File: src/hdl/cff_pkg.sv
// ----------------------------------------------------------------------------
// CPUID feature filter package
// Shared types, leaf codes, request classes and feature masks.
// ----------------------------------------------------------------------------
package cff_pkg;

  // Register file layout
  localparam int unsigned CFG_ADDR_W = 6;
  localparam logic [2:0] REG_XSTATE_MASK = 3'd0;
  localparam logic [2:0] REG_VCPU_NUMBER = 3'd1;
  localparam logic [2:0] REG_SIG_EBX     = 3'd2;
  localparam logic [2:0] REG_SIG_ECX     = 3'd3;
  localparam logic [2:0] REG_SIG_EDX     = 3'd4;

  // Leaf codes
  localparam logic [31:0] LEAF_MAX_BASIC = 32'h0000_0000;
  localparam logic [31:0] LEAF_FEATURES  = 32'h0000_0001;
  localparam logic [31:0] LEAF_THERMAL   = 32'h0000_0006;
  localparam logic [31:0] LEAF_EXT_FEAT  = 32'h0000_0007;
  localparam logic [31:0] LEAF_TOPOLOGY  = 32'h0000_000B;
  localparam logic [31:0] LEAF_XSTATE    = 32'h0000_000D;
  localparam logic [31:0] LEAF_HV_BASE   = 32'h4000_0000;
  localparam logic [31:0] LEAF_HV_LAST   = 32'h4000_00FF;
  localparam logic [31:0] LEAF_EXT_INFO  = 32'h8000_0001;
  localparam logic [31:0] LEAF_SVM       = 32'h8000_000A;
  localparam logic [31:0] MAX_BASIC      = 32'h0000_000D;

  // Request classes decided by the front end
  typedef logic [3:0] cls_t;
  localparam cls_t CLS_PASS    = 4'd0;
  localparam cls_t CLS_ZERO    = 4'd1;
  localparam cls_t CLS_HV_BASE = 4'd2;
  localparam cls_t CLS_XS_MAIN = 4'd3;
  localparam cls_t CLS_XS_SUB1 = 4'd4;
  localparam cls_t CLS_FEAT    = 4'd5;
  localparam cls_t CLS_EXTF    = 4'd6;
  localparam cls_t CLS_EXTINFO = 4'd7;
  localparam cls_t CLS_MAXLEAF = 4'd8;

  // Leaf 1 ecx and ebx bits
  localparam logic [31:0] L1_C_HIDE = (32'd1 << 3) | (32'd1 << 5) | (32'd1 << 6) |
                                      (32'd1 << 27);
  localparam int unsigned L1_C_XSAVE   = 26;
  localparam int unsigned L1_C_OSXSAVE = 27;
  localparam int unsigned L1_C_AVX     = 28;
  localparam int unsigned L1_C_HV      = 31;
  localparam logic [31:0] L1_B_KEEP    = 32'h00FF_FFFF;

  // Leaf 7 sub-leaf 0 bits
  localparam int unsigned L7_B_AVX2 = 5;
  localparam logic [31:0] L7_B_AVX512 = (32'd1 << 16) | (32'd1 << 17) | (32'd1 << 21) |
                                        (32'd1 << 26) | (32'd1 << 27) | (32'd1 << 28) |
                                        (32'd1 << 30) | (32'd1 << 31);
  localparam logic [31:0] L7_C_AVX512 = (32'd1 << 1) | (32'd1 << 6) | (32'd1 << 11) |
                                        (32'd1 << 12) | (32'd1 << 14);
  localparam logic [31:0] L7_D_AVX512 = (32'd1 << 2) | (32'd1 << 3) | (32'd1 << 8) |
                                        (32'd1 << 23);

  // Extended state components
  localparam int unsigned XS_AVX    = 2;
  localparam int unsigned XS_AVX512 = 5;

  // Leaf 0x80000001 ecx SVM bit
  localparam int unsigned EXT_C_SVM = 2;

  // Queue between front and back end
  localparam int unsigned QUEUE_DEPTH = 2;
  localparam int unsigned QPTR_W      = 1;
  localparam int unsigned QCNT_W      = 2;

  // One classified request
  typedef struct packed {
    cls_t        cls;
    logic        osx;
    logic [31:0] ha;
    logic [31:0] hb;
    logic [31:0] hc;
    logic [31:0] hd;
  } req_t;

  // Configuration seen by the back end
  typedef struct packed {
    logic [63:0] xstate_mask;
    logic [7:0]  vcpu_number;
    logic [31:0] sig_ebx;
    logic [31:0] sig_ecx;
    logic [31:0] sig_edx;
  } cfg_t;

endpackage

File: src/hdl/cff_front.sv
// ----------------------------------------------------------------------------
// CPUID feature filter front end
// Accepts requests and sorts each one into a class for the back end.
// ----------------------------------------------------------------------------
module cff_front (
  input  logic            in_valid,
  output logic            in_ready,
  input  logic [31:0]     in_leaf,
  input  logic [31:0]     in_subleaf,
  input  logic [31:0]     in_host_a,
  input  logic [31:0]     in_host_b,
  input  logic [31:0]     in_host_c,
  input  logic [31:0]     in_host_d,
  input  logic            in_guest_osxsave,
  input  logic            q_full,
  output logic            q_push,
  output cff_pkg::req_t   q_data
);
  import cff_pkg::*;

  cls_t cls;
  logic in_hv_range;

  // Requests enter as long as the queue has room.
  assign in_ready = !q_full;
  assign q_push   = in_valid && !q_full;

  assign in_hv_range = (in_leaf >= LEAF_HV_BASE) && (in_leaf <= LEAF_HV_LAST);

  // Leaf classification, in priority order.
  always_comb begin
    if (in_hv_range) begin
      cls = (in_leaf == LEAF_HV_BASE) ? CLS_HV_BASE : CLS_ZERO;
    end else if (in_leaf == LEAF_THERMAL || in_leaf == LEAF_TOPOLOGY ||
                 in_leaf == LEAF_SVM ||
                 (in_leaf == LEAF_XSTATE && in_subleaf > 32'd1)) begin
      cls = CLS_ZERO;
    end else if (in_leaf == LEAF_XSTATE) begin
      cls = (in_subleaf == 32'd0) ? CLS_XS_MAIN : CLS_XS_SUB1;
    end else if (in_leaf == LEAF_FEATURES) begin
      cls = CLS_FEAT;
    end else if (in_leaf == LEAF_EXT_FEAT && in_subleaf == 32'd0) begin
      cls = CLS_EXTF;
    end else if (in_leaf == LEAF_EXT_INFO) begin
      cls = CLS_EXTINFO;
    end else if (in_leaf == LEAF_MAX_BASIC) begin
      cls = CLS_MAXLEAF;
    end else begin
      cls = CLS_PASS;
    end
  end

  assign q_data = '{cls: cls, osx: in_guest_osxsave, ha: in_host_a, hb: in_host_b,
                    hc: in_host_c, hd: in_host_d};

endmodule

File: src/hdl/cff_queue.sv
// ----------------------------------------------------------------------------
// CPUID feature filter request queue
// Two-entry queue that decouples the front end from the back end.
// ----------------------------------------------------------------------------
module cff_queue (
  input  logic          clk,
  input  logic          rst_n,
  input  logic          push,
  input  cff_pkg::req_t push_data,
  input  logic          pop,
  output cff_pkg::req_t head_data,
  output logic          not_empty,
  output logic          full
);
  import cff_pkg::*;

  req_t              mem_r [QUEUE_DEPTH];
  logic [QPTR_W-1:0] wr_ptr_r, wr_ptr_nxt;
  logic [QPTR_W-1:0] rd_ptr_r, rd_ptr_nxt;
  logic [QCNT_W-1:0] count_r, count_nxt;

  assign not_empty = (count_r != '0);
  assign full      = (count_r == QCNT_W'(QUEUE_DEPTH));
  assign head_data = mem_r[rd_ptr_r];

  // Pointer and fill count update.
  always_comb begin
    wr_ptr_nxt = push ? wr_ptr_r + 1'b1 : wr_ptr_r;
    rd_ptr_nxt = pop  ? rd_ptr_r + 1'b1 : rd_ptr_r;
    count_nxt  = count_r + QCNT_W'(push) - QCNT_W'(pop);
  end

  always_ff @(posedge clk) begin
    if (!rst_n) begin
      wr_ptr_r <= '0;
      rd_ptr_r <= '0;
      count_r  <= '0;
    end else begin
      wr_ptr_r <= wr_ptr_nxt;
      rd_ptr_r <= rd_ptr_nxt;
      count_r  <= count_nxt;
    end
  end

  // Entry storage.
  always_ff @(posedge clk) begin
    if (push) begin
      mem_r[wr_ptr_r] <= push_data;
    end
  end

`ifndef SYNTH
  // A request is never written into a full queue.
  a_no_overflow: assert property (@(posedge clk) disable iff (!rst_n)
    push |-> !full) else $error("queue written while full");

  // The back end never takes from an empty queue.
  a_no_underflow: assert property (@(posedge clk) disable iff (!rst_n)
    pop |-> not_empty) else $error("queue read while empty");

  // The fill count advances on a push without a pop.
  a_count_track: assert property (@(posedge clk) disable iff (!rst_n)
    (push && !pop) |=> (count_r == $past(count_r) + 1'b1))
    else $error("queue count did not advance on push");
`endif

endmodule

File: src/hdl/cff_back.sv
// ----------------------------------------------------------------------------
// CPUID feature filter back end
// Builds the guest-visible result words and holds them in an output register.
// ----------------------------------------------------------------------------
module cff_back (
  input  logic          clk,
  input  logic          rst_n,
  input  cff_pkg::cfg_t cfg,
  input  logic          q_not_empty,
  input  cff_pkg::req_t q_head,
  output logic          q_pop,
  output logic          out_valid,
  input  logic          out_ready,
  output logic [31:0]   out_a,
  output logic [31:0]   out_b,
  output logic [31:0]   out_c,
  output logic [31:0]   out_d
);
  import cff_pkg::*;

  logic        valid_r, valid_nxt;
  logic [31:0] a_r, b_r, c_r, d_r;
  logic [31:0] a_nxt, b_nxt, c_nxt, d_nxt;
  logic        xs_any;
  logic        load;

  assign xs_any = (cfg.xstate_mask != 64'd0);

  // The output register loads from a non-empty queue whenever it is empty or being drained.
  assign load      = q_not_empty && (!valid_r || out_ready);
  assign q_pop     = load;
  assign valid_nxt = load || (valid_r && !out_ready);

  // Result words for the request at the head of the queue.
  always_comb begin
    a_nxt = q_head.ha;
    b_nxt = q_head.hb;
    c_nxt = q_head.hc;
    d_nxt = q_head.hd;
    case (q_head.cls)
      CLS_ZERO: begin
        a_nxt = '0;
        b_nxt = '0;
        c_nxt = '0;
        d_nxt = '0;
      end
      CLS_HV_BASE: begin
        a_nxt = LEAF_HV_BASE;
        b_nxt = cfg.sig_ebx;
        c_nxt = cfg.sig_ecx;
        d_nxt = cfg.sig_edx;
      end
      CLS_XS_MAIN: begin
        a_nxt = cfg.xstate_mask[31:0];
        d_nxt = cfg.xstate_mask[63:32];
        c_nxt = xs_any ? q_head.hb : '0;
        b_nxt = xs_any ? q_head.hb : '0;
      end
      CLS_XS_SUB1: begin
        a_nxt = {31'd0, q_head.ha[0] & xs_any};
        b_nxt = '0;
        c_nxt = '0;
        d_nxt = '0;
      end
      CLS_FEAT: begin
        b_nxt = (q_head.hb & L1_B_KEEP) | {cfg.vcpu_number, 24'd0};
        c_nxt = q_head.hc & ~L1_C_HIDE;
        c_nxt[L1_C_HV] = 1'b1;
        if (!xs_any) begin
          c_nxt[L1_C_XSAVE] = 1'b0;
        end else if (q_head.osx) begin
          c_nxt[L1_C_OSXSAVE] = 1'b1;
        end
        if (!cfg.xstate_mask[XS_AVX]) begin
          c_nxt[L1_C_AVX] = 1'b0;
        end
      end
      CLS_EXTF: begin
        if (!cfg.xstate_mask[XS_AVX]) begin
          b_nxt[L7_B_AVX2] = 1'b0;
        end
        if (!cfg.xstate_mask[XS_AVX512]) begin
          b_nxt = b_nxt & ~L7_B_AVX512;
          c_nxt = q_head.hc & ~L7_C_AVX512;
          d_nxt = q_head.hd & ~L7_D_AVX512;
        end
      end
      CLS_EXTINFO: begin
        c_nxt[EXT_C_SVM] = 1'b0;
      end
      CLS_MAXLEAF: begin
        a_nxt = (q_head.ha > MAX_BASIC) ? MAX_BASIC : q_head.ha;
      end
      default: begin
      end
    endcase
  end

  always_ff @(posedge clk) begin
    if (!rst_n) begin
      valid_r <= 1'b0;
    end else begin
      valid_r <= valid_nxt;
    end
  end

  always_ff @(posedge clk) begin
    if (load) begin
      a_r <= a_nxt;
      b_r <= b_nxt;
      c_r <= c_nxt;
      d_r <= d_nxt;
    end
  end

  assign out_valid = valid_r;
  assign out_a     = a_r;
  assign out_b     = b_r;
  assign out_c     = c_r;
  assign out_d     = d_r;

endmodule

File: src/hdl/cpuid_feature_filter.sv
// An accepted request goes into a queue entry, then into the output register as a result.
// Throughput: one request per cycle when unstalled; a two-entry queue feeds one output register.
// A stalled output fills the queue, and input ready drops once it holds two requests.
// Reset (synchronous, rst_n low) empties the queue and output and clears the config registers.
// ----------------------------------------------------------------------------
// CPUID feature filter
// Turns a host CPUID answer into the answer a guest may see.
// ----------------------------------------------------------------------------
module cpuid_feature_filter (
  input  logic                           clk,
  input  logic                           rst_n,
  // Configuration port
  input  logic                           psel,
  input  logic                           penable,
  input  logic                           pwrite,
  input  logic [cff_pkg::CFG_ADDR_W-1:0] paddr,
  input  logic [63:0]                    pwdata,
  output logic [63:0]                    prdata,
  output logic                           pready,
  // Request channel
  input  logic                           in_valid,
  output logic                           in_ready,
  input  logic [31:0]                    in_leaf,
  input  logic [31:0]                    in_subleaf,
  input  logic [31:0]                    in_host_a,
  input  logic [31:0]                    in_host_b,
  input  logic [31:0]                    in_host_c,
  input  logic [31:0]                    in_host_d,
  input  logic                           in_guest_osxsave,
  // Result channel
  output logic                           out_valid,
  input  logic                           out_ready,
  output logic [31:0]                    out_a,
  output logic [31:0]                    out_b,
  output logic [31:0]                    out_c,
  output logic [31:0]                    out_d
);
  import cff_pkg::*;

  logic [63:0] xstate_mask_r;
  logic [7:0]  vcpu_number_r;
  logic [31:0] sig_ebx_r, sig_ecx_r, sig_edx_r;
  logic [2:0]  reg_idx;
  logic        cfg_wr;
  cfg_t        cfg;
  req_t        q_in, q_head;
  logic        q_push, q_pop, q_full, q_not_empty;

  // Register access decode.
  assign pready  = 1'b1;
  assign reg_idx = paddr[CFG_ADDR_W-1:3];
  assign cfg_wr  = psel && penable && pwrite;

  always_ff @(posedge clk) begin
    if (!rst_n) begin
      xstate_mask_r <= '0;
      vcpu_number_r <= '0;
      sig_ebx_r     <= '0;
      sig_ecx_r     <= '0;
      sig_edx_r     <= '0;
    end else if (cfg_wr) begin
      case (reg_idx)
        REG_XSTATE_MASK: xstate_mask_r <= pwdata;
        REG_VCPU_NUMBER: vcpu_number_r <= pwdata[7:0];
        REG_SIG_EBX:     sig_ebx_r     <= pwdata[31:0];
        REG_SIG_ECX:     sig_ecx_r     <= pwdata[31:0];
        REG_SIG_EDX:     sig_edx_r     <= pwdata[31:0];
        default: begin
        end
      endcase
    end
  end

  // Register read back.
  always_comb begin
    case (reg_idx)
      REG_XSTATE_MASK: prdata = xstate_mask_r;
      REG_VCPU_NUMBER: prdata = {56'd0, vcpu_number_r};
      REG_SIG_EBX:     prdata = {32'd0, sig_ebx_r};
      REG_SIG_ECX:     prdata = {32'd0, sig_ecx_r};
      REG_SIG_EDX:     prdata = {32'd0, sig_edx_r};
      default:         prdata = '0;
    endcase
  end

  assign cfg = '{xstate_mask: xstate_mask_r, vcpu_number: vcpu_number_r,
                 sig_ebx: sig_ebx_r, sig_ecx: sig_ecx_r, sig_edx: sig_edx_r};

  // Front end: accept and classify.
  cff_front u_front (
    .in_valid         (in_valid),
    .in_ready         (in_ready),
    .in_leaf          (in_leaf),
    .in_subleaf       (in_subleaf),
    .in_host_a        (in_host_a),
    .in_host_b        (in_host_b),
    .in_host_c        (in_host_c),
    .in_host_d        (in_host_d),
    .in_guest_osxsave (in_guest_osxsave),
    .q_full           (q_full),
    .q_push           (q_push),
    .q_data           (q_in)
  );

  // Request queue between the two halves.
  cff_queue u_queue (
    .clk       (clk),
    .rst_n     (rst_n),
    .push      (q_push),
    .push_data (q_in),
    .pop       (q_pop),
    .head_data (q_head),
    .not_empty (q_not_empty),
    .full      (q_full)
  );

  // Back end: build and present results.
  cff_back u_back (
    .clk         (clk),
    .rst_n       (rst_n),
    .cfg         (cfg),
    .q_not_empty (q_not_empty),
    .q_head      (q_head),
    .q_pop       (q_pop),
    .out_valid   (out_valid),
    .out_ready   (out_ready),
    .out_a       (out_a),
    .out_b       (out_b),
    .out_c       (out_c),
    .out_d       (out_d)
  );

endmodule

File: config.mk
export PLATFORM = sky130hd
export DESIGN_NAME = cpuid_feature_filter
export DESIGN_NICKNAME = d
export VERILOG_FILES = /design/src/hdl/cff_pkg.sv /design/src/hdl/cff_front.sv /design/src/hdl/cff_queue.sv /design/src/hdl/cff_back.sv /design/src/hdl/cpuid_feature_filter.sv
export SDC_FILE = /design/constraint.sdc
export NUM_CORES = 1
export LEC_CHECK = 0
export BUFFER_PORTS_ARGS = -buffer_cell sky130_fd_sc_hd__buf_2
export CORE_MARGIN = 4
export CORE_UTILIZATION = 29
export CTS_BUF_LIST = sky130_fd_sc_hd__clkbuf_16
export DETAILED_ROUTE_END_ITERATION = 16
export PLACE_DENSITY = 0.57
export SLEW_MARGIN = 20
export SYNTH_ARGS = -nofsm -noshare
export SYNTH_HDL_FRONTEND = slang
export SYNTH_HIERARCHICAL = 1
export SYNTH_SLANG_ARGS = --single-unit
File: constraint.sdc
create_clock -name clk -period 18.57 [get_ports clk]
set_clock_uncertainty 0.15 [all_clocks]
set_input_delay 1.857 -clock clk [delete_from_list [all_inputs] [get_ports clk]]
set_output_delay 1.857 -clock clk [all_outputs]
set_load 0.1 [all_outputs]
# == Yosys cells after proc, flatten, opt, wreduce, memory -nomap -nowiden ==
# Memories as Yosys holds them, arrays and structs flattened. A register that Yosys moved wholly into a read port is not among the register bits.
# Index checks and enable logic that the tools add are counted.
# op_classes
reduce_logical,28
n_bitwise,2
mux,30
add_sub_neg,4
magnitude_cmp,4
n_eq_ne,21
# ops
op,count
one-hot mux 32 bit (5 select lines),2
one-hot mux 64 bit (5 select lines),1
one-hot mux 29 bit (5 select lines),1
one-hot mux 32 bit (4 select lines),1
2-to-1 mux 32 bit,3
== test 32 x 3 -> 1 bit (second input constant),2
== test 32 bit (second input constant),2
== test 32 x 4 -> 1 bit (second input constant),2
zero test 32 bit,2
nonzero test 64 bit,1
== test 32 x 1 -> 1 bit (second input constant),1
== test 32 x 31 -> 1 bit (second input constant),1
>= comparator 32 x 31 -> 1 bit (second input constant),1
> comparator 32 x 1 -> 1 bit (second input constant),1
> comparator 32 x 4 -> 1 bit (second input constant),1
<= comparator 32 x 31 -> 1 bit (second input constant),1
bitwise OR 24 x 32 -> 32 bit,1
2-to-1 mux 4 bit,7
2-to-1 mux 24 bit,1
== test 4 x 3 -> 1 bit (second input constant),4
2-to-1 mux 15 bit,1
AND reduction 2 bit,5
2-to-1 mux 1 bit,9
== test 4 x 2 -> 1 bit (second input constant),2
other kinds (21),36
# word_totals
memories,1
ramBits,266
ff_bits,301
in_bits,270
output_inout_bits,195
# mem_list
memory,depth,word_bits,read_ports,rd_clocked_by_memory_dff,wr,line,text
u_queue.mem_r,2,133,1,1,1,cff_queue.sv:17,req_t mem_r [QUEUE_DEPTH];

# == Longest topological paths before layout ==
# Gate-level depths: netlist of run 1.
# depth
depth_word,8
depth_mapped,11
mapped_depth_nobuf,7

# == By module ==
# The synthesis of run 1 kept the hierarchy.
# modules_own_cells
mod,cells_per_inst,area_per_inst_um2,instances,seq_area_each_um2
cff_queue,435,10107.2,1,8087.8
cpuid_feature_filter,761,7325.8,1,3363.2
cff_back,588,6576.3,1,3863.7
cff_front,185,1385.1,1,0.0

# == Worst setup path after synthesis of run 1 ==
# No wires, ideal clock.
# synth_timing
path_type,input port to flip-flop
start,in out_ready
end,reg u_queue.count_r[1]
arrival_time_ns,9.069
path_buffers,0
setup_ns,0.065
path_stages,7
required_time_ns,18.355
slack_ns,9.286
path_cell_list,nor2b_1 > nor2b_1 > ha_1 > inv_1 > ha_1 > xnor3_1 > nor2b_1
# synth_via
elab_chain_len,3
# synth_rtl
element,line,text
from (decl),cpuid_feature_filter.sv:32,"input logic out_ready,"
logical OR 1 bit,cff_back.sv:30,assign load = q_not_empty && (!valid_r || out_ready);
logical AND 1 bit,cff_back.sv:30,
named net q_pop,cpuid_feature_filter.sv:47,"logic q_push, q_pop, q_full, q_not_empty;"
subtractor 2 x 1 -> 2 bit,cff_queue.sv:30,count_nxt = count_r + QCNT_W'(push) - QCNT_W'(pop);
to (signal assigned),cff_queue.sv:41,count_r <= count_nxt;
to (decl),cff_queue.sv:20,"logic [QCNT_W-1:0] count_r, count_nxt;"
# The timed path passes the listed nets, and every way through them passes these cells.
# A chain may end at the register's enable or synchronous reset.

# == Final worst setup path of run 1 ==
# layout_timing
start,in paddr[5] in the netlist's numbering
end,out prdata[6]
# layout_via
elab_chain_len,2
# layout_rtl
element,line,text
from (decl),cpuid_feature_filter.sv:16,"input logic [cff_pkg::CFG_ADDR_W-1:0] paddr,"
"== test 3 bit, or another cell as far along",cpuid_feature_filter.sv:76,case (reg_idx)
one-hot mux 64 bit (5 select lines) (*),cpuid_feature_filter.sv:76,
to (decl),cpuid_feature_filter.sv:18,"output logic [63:0] prdata,"
# Every way passes the cells marked *; elsewhere a longest branch is shown, timed or not.

==> metrics.cfg, run 1 <==
[worst_setup_path]
cp_data_required_time_ns=16.56
cp-end-kind=primary output
arrival_ns=3.88
start_kind=input port
crit_type=input port to primary output
critPathMaxFanout=15

[sta]
rsz0062_at_grt=no
max_freq_ghz=0.170
slew_viol_final=0
fin_crit_ns=5.89
hold_violations=0
relSlewSlack=0.278
final.setup.tns_ns=0
tightest_slew_ns=1.08
period_share=0.317
hold_slack_ns=0.333
setup_viol=0

[place]
gp_congestion=0.858
port_buffers=460
hpwl_um=64200
place_inst=3356

[route]
drt_first_pass_iters=6
drc=0
vias_per_cell=4.88
wire_per_inst_um=25.4
vias=17000
drt-total-wl_um=88600
drt_iter0_markers=1385
ant_nets=0

[cts]
clock-root-buffer=clkbuf_16
htree_num_levels=3
numCtsBuffers=68
clock_latency_ns=0.60
cts_hold_buf=0
path_clk_slew_ns=0.06
post-cts-setup-buffers=0
clk_path_buf_depth=3
cts_tree=yes
ctsResizeCount=0
clkSinkCount=568

[yosys]
synth_fa_ha_area_frac=0.000985
synth_top_family_by_area=multiplexers
syn_inst=1969
ys_types=74
yosys_most_used_dff=edfxtp_1
yosysSeqAreaShare=0.603
synthMuxAreaShare=0.152
syn_area_per_cell_um2=12.9
synth-edff-count=394
synth_compound_area_frac=0.0796
syn_nets=2241
synthXorXnorAreaFrac=0.00192
async_flop_share=0
ys_warn_count=6
synth_area_um2=25400
synth-simple-area-share=0.0900
ys_ff_latch=568

[cells_and_area]
fillers=8601
layout_common_cells=459 x buf_2, 394 x edfxtp_1, 329 x nand2_1, 200 x mux2i_1, 173 x dfxtp_1
layout.cells.non_filler=3492
largest_reg_flops=266
regMostFlops=u_queue/mem_r
final_common_cell=buf_2
reg.largest.list=u_queue/mem_r x266, xstate_mask_r x64
nets=2543
drive_gt1_frac=0.328
area_delta_synth_final_pct=17.5

[flow_run]
cap_viol_max_count=0

[power]
switching_share=0.445
power.share.clock=0.254
vdd_drop_max_uv=170
power.density_nw_per_um2=168
leakage_nw=11.1
p_comb_frac=0.393
p_switching_mw=2.23
intPower_mw=2.78
seq_power_share=0.353

[global_route]
grt_usage=0.186
grt_max_degree=93
antenna_found_initial=29
grt_pass1_wl_um=126000
grt_pass1_vias=17400
gr-total-overflow=0

[floorplan]
die_h_um=304
io_pins=465
dieArea_um2=92400
row_count=108
core-area_um2=86800
die_w_um=304
initial_core_util=0.293

[hold_path]
hold_class=register to register

[outcome]
outcome=complete, no violations

## power by group through the flow
| stage | Combinational (mW) | Sequential, mW | Clock [mW] |
|---|---|---|---|
| after floorplan | 0.559 | 2.86 | 0 |
| after global placement | 1.98 | 1.79 | 0 |
| after detailed placement | 1.99 | 1.80 | 0 |
| after CTS | 1.99 | 1.78 | 1.31 |
| after global routing | 2.05 | 1.79 | 1.36 |
| final | 1.97 | 1.77 | 1.27 |
## final cells by class
cell class,instances,area [um^2],area share
multi-input cells,1109,8290,0.278
clock buffers,70,1750,0.0587
flip-flops and latches,568,15300,0.513
clock inverters,51,352,0.0118
inverters,36,135,0.00453
well taps,1155,1450,0.0484
diodes,15,37.5,0.00126
repair buffers,488,2520,0.0844
## layer usage
| layer | share of wire | global-route usage | up-vias |
|---|---|---|---|
| met4 | 0.029 | 0.0603 | 16 |
| met5 | 0.0011 | 0 | - |
| met1 | 0.43 | 0.247 | 8489 |
| li1 | - | - | 7763 |
| met3 | 0.072 | 0.0439 | 128 |
| met2 | 0.47 | 0.299 | 635 |
## cell families after synthesis
kind of cell | after synthesis
flip-flops | 568
AND/OR/NAND/NOR | 476
multiplexers | 341
buffers and inverters | 292
AO/OA/AOI/OAI | 285
XOR/XNOR | 4
adder cells (fa/ha/maj) | 2
other | 1
## cells in the mapped netlist (all sizes together) (2+ instances only)
library cell | number | area, um^2
edfxtp | 394 | 11800
nand2 | 330 | 1240
buf | 205 | 1510
mux2i | 200 | 2000
dfxtp | 174 | 3480
mux2 | 141 | 1850
o21ai | 97 | 485
a22oi | 71 | 533
clkbuf | 51 | 199
nor4 | 39 | 305
and2 | 36 | 225
inv | 35 | 131
o31ai | 28 | 210
a221o | 26 | 260
a22o | 25 | 219
nor2 | 12 | 65.1
nor2b | 11 | 68.8
a222oi | 8 | 80.1
o22ai | 8 | 50.1
nand4 | 7 | 43.8
or4 | 7 | 60.1
nand3 | 5 | 30.0
nor3 | 5 | 30.0
a21oi | 4 | 20.0
nand2b | 4 | 25.0
o211ai | 4 | 30.0
or3 | 4 | 25.0
a32oi | 2 | 17.5
and3 | 2 | 17.5
and4 | 2 | 17.5
ha | 2 | 25.0
nand4b | 2 | 32.5
nor3b | 2 | 26.3
nor4bb | 2 | 20.0
o21a | 2 | 15.0
xor2 | 2 | 17.5
## worst max-delay path, stage by stage
cell,delay (ns)
buf_2,0.30
nor2b_1,0.59
a22oi_1,0.19
o22ai_1,0.41
buf_2,0.52
## path summary, 6_finish.rpt
kind | from | to | slack, ns | cells after the start
hold reg to reg | sig_ebx_r[4] | sig_ebx_r[4] | 0.33 | 2
hold / removal | sig_ebx_r[4] | sig_ebx_r[4] | 0.33 | 2
setup reg to reg | register | u_back/out_c[31] | 13.49 | 8
setup / recovery | paddr[5] | prdata[6] | 12.68 | 5
## per-stage QoR
stage,utilization,power (mW),setup slack [ns],instance area (um^2)
3_3_place_gp,0.319,3.77,12.72,27700
3_5_place_dp,0.319,3.79,12.70,27700
4_1_cts,0.344,5.08,12.70,29800
2_1_floorplan,-,3.42,9.29,25400
6_report,0.344,5.01,12.68,29800
5_1_grt,0.344,5.20,12.62,29800
Power figures use the tool's default switching activity.
==> run 2: changes to the inputs <==
Settings changed: ABC_AREA set to 1, PLACE_DENSITY 0.57 to 0.59.
Clock period 18.57 ns to 5 ns, I/O delays scaled along.
==> run 2 against run 1 <==
Compared with the run above: area after synthesis is 4.5% higher; largest power group unchanged; wire length is 4.8% higher; sequential power grew to 3.7 times the previous value; core utilization is 1.6 points higher; critical path type unchanged; hold slack worse by 0.26 ns; via count is 21% higher; cell area is 9.2% higher; register-to-register slack worse by 12 ns.
==> metrics.cfg, run 2 <==
[outcome]
outcome=complete, no violations

[cells_and_area]
final_common_cell=nand2_1
largest_reg_flops=266  ; unchanged
layout_common_cells=729 x nand2_1, 480 x nor2_1, 459 x buf_2, 394 x edfxtp_1, 292 x nand3_1
multi_input_area_um2=8720  ; +5.1%
layout.cells.non_filler=4480  ; +28%
design_area_um2=32600  ; +9.2%
drive_gt1_frac=0.236  ; -0.0924
ff_latch_area_um2=15300  ; unchanged
regMostFlops=u_queue/mem_r
nets=3518  ; +38%
area_delta_synth_final_pct=22.8
reg.largest.list=u_queue/mem_r x266, xstate_mask_r x64
fillers=9150  ; +6.4%

[worst_setup_path]
critPathMaxFanout=26  ; +11
start_kind=input port
cp_data_required_time_ns=4.35  ; -12.21 ns
arrival_ns=3.18  ; -0.70 ns
reg2reg_setup_slack_ns=1.84  ; -11.65 ns
r2r-end=u_back/out_c[26]
rr_worst_depth=7  ; -1
crit_type=input port to primary output
cp-end-kind=primary output

[power]
leakage_nw=13.7  ; +24%
power.density_nw_per_um2=596  ; +260%
vdd_drop_max_uv=530  ; +210%

[place]
hpwl_um=66400  ; +3.4%
gp_congestion=0.888  ; +3.5%
dp_slack_ns=1.20  ; -11.50 ns
place_inst=4222  ; +26%
port_buffers=460  ; unchanged
dpl-instance-area_um2=29000  ; +4.8%

[sta]
fin_crit_ns=3.83
max_freq_ghz=0.261
final.setup.tns_ns=0  ; unchanged
layout_setup_ws_ns=1.17  ; -11.51 ns
slew_viol_final=0  ; unchanged
relSlewSlack=0.343  ; +0.0648
setup_viol=0  ; unchanged
tightest_slew_ns=0.986  ; -0.0972 ns
period_share=0.766
rsz0062_at_grt=no
hold_violations=0  ; unchanged

[yosys]
synth_largest_area_cell=edfxtp_1
syn_inst=2815  ; +43%
synth_common_cells=729 x nand2_1, 482 x nor2_1, 394 x edfxtp_1
synth-edff-count=394  ; unchanged
yosysSeqAreaShare=0.577  ; -0.0262
ys_ff_latch=568  ; unchanged
yosys_most_used_dff=edfxtp_1
async_flop_share=0  ; unchanged
ys_warn_count=6  ; unchanged
ys_types=36  ; -51%
synth_top_cell_area_share=0.446  ; -0.0202
yosysMostFrequentCell=nand2_1
syn_nets=3087  ; +38%
synth_area_um2=26500  ; +4.5%
synthTopCellsByArea=edfxtp_1 45%, dfxtp_1 13%, nand2_1 10%
syn_area_per_cell_um2=9.43  ; -27%

[route]
ant_nets=0  ; unchanged
met2_length_um=45900  ; +11%
wl_met3_um=7480  ; +17%
drt_first_pass_iters=5  ; -1
wire_per_inst_um=20.7  ; -18%
vias=20700  ; +21%
vias_per_cell=4.62  ; -5.4%
m1WireLength_um=37400  ; -2.7%
drt_iter0_markers=1708  ; +23%
drt-total-wl_um=92900  ; +4.8%
topRoutingLayerUsed=met5
drc=0  ; unchanged

[floorplan]
initial_core_util=0.294  ; +0.000846
dieArea_um2=96400  ; +4.4%
die_h_um=311  ; +2.2%
io_pins=465  ; unchanged
core-area_um2=90400  ; +4.2%
die_w_um=311  ; +2.2%
row_count=110  ; +1.9%

[hold_path]
hold_depth=4  ; +2
hold_class=input port to register
worstHoldStart=out_ready
holdPathEnd=u_back/out_valid

[cts]
clock_latency_ns=0.60  ; about the same
numCtsBuffers=69  ; +1.5%
clkSinkCount=568  ; unchanged
cts_tree=yes
clk_path_buf_depth=3  ; unchanged
htree_num_levels=3  ; unchanged
path_clk_slew_ns=0.06  ; about the same
clock-root-buffer=clkbuf_16

[global_route]
grt_max_degree=174  ; +87%
grt_pass1_vias=19900  ; +14%
grt_usage=0.186  ; about the same
antenna_found_initial=20  ; -31%
gr-total-overflow=0  ; unchanged
grt_pass1_wl_um=133000  ; +5.9%

[flow_run]
cap_viol_max_count=0  ; unchanged

run 2: timing repair:
action                    in CTS  in global routing
resized for setup              0                  0
hold endpoints to repair     258                  0
buffers inserted               0                  0
hold buffers                 129                  0
run 2: worst max-delay path, stage by stage:
cell	delay, ns
buf_2	0.17
inv_1	0.58
nand2_1	0.23
nor2_4	0.59
buf_4	0.39
nand2_1	0.08
nand2_1	0.07
inv_1	0.04
nand2_1	0.05
buf_2	0.44
run 2: per-layer routing:
metal / vias up / global-route usage
met5: - / 0
met4: 20 / 0.0458
met3: 128 / 0.0441
met2: 774 / 0.324
met1: 9862 / 0.232
li1: 9895 / -
run 2: how the worst max path moves through the flow:
stage | start | end | cells after the start
after floorplan | in_valid | u_queue/mem_r[0][0] | 4
after global placement | paddr[5] | prdata[15] | 10
after detailed placement | paddr[5] | prdata[15] | 10
after CTS | paddr[5] | prdata[15] | 10
after global routing | paddr[5] | prdata[15] | 10
final | paddr[5] | prdata[15] | 10
run 2: final cells by class:
cell class,instances,share of cell area
diodes,4,0.000307
clock inverters,52,0.0136
inverters,217,0.0253
multi-input cells,1766,0.267
flip-flops and latches,568,0.470
well taps,1176,0.0451
repair buffers,624,0.122
clock buffers,73,0.0560
run 2: cells by family (layout without fill, tap and decap cells):
| group | after synthesis | in the layout | synth area share |
|---|---|---|---|
| simple gates | 1576 | 1576 | 0.247 |
| flops | 568 | 568 | 0.577 |
| buf+inv | 481 | 966 | 0.0959 |
| mux | 133 | 133 | 0.0663 |
| compound gates | 54 | 54 | 0.0125 |
| fa+ha+maj | 2 | 2 | 0.000943 |
| other cells | 1 | 5 | 0.000141 |
run 2: through the flow:
step | hold slack (ns) | utilization | power [mW]
2_1_floorplan | 0.316 | - | 13.0
3_3_place_gp | 0.324 | 0.321 | 14.5
3_5_place_dp | 0.337 | 0.321 | 14.5
4_1_cts | 0.0137 | 0.360 | 19.7
5_1_grt | 0.0658 | 0.360 | 20.2
6_report | 0.0689 | 0.360 | 19.4
run 2: power by group:
part / leakage [nW] / internal, mW / switching, mW
logic: 7.44 / 1.53 / 6.27
clock network: 1.16 / 3.00 / 2.01
registers: 5.13 / 6.30 / 0.335
total: 13.7 / 10.8 / 8.61
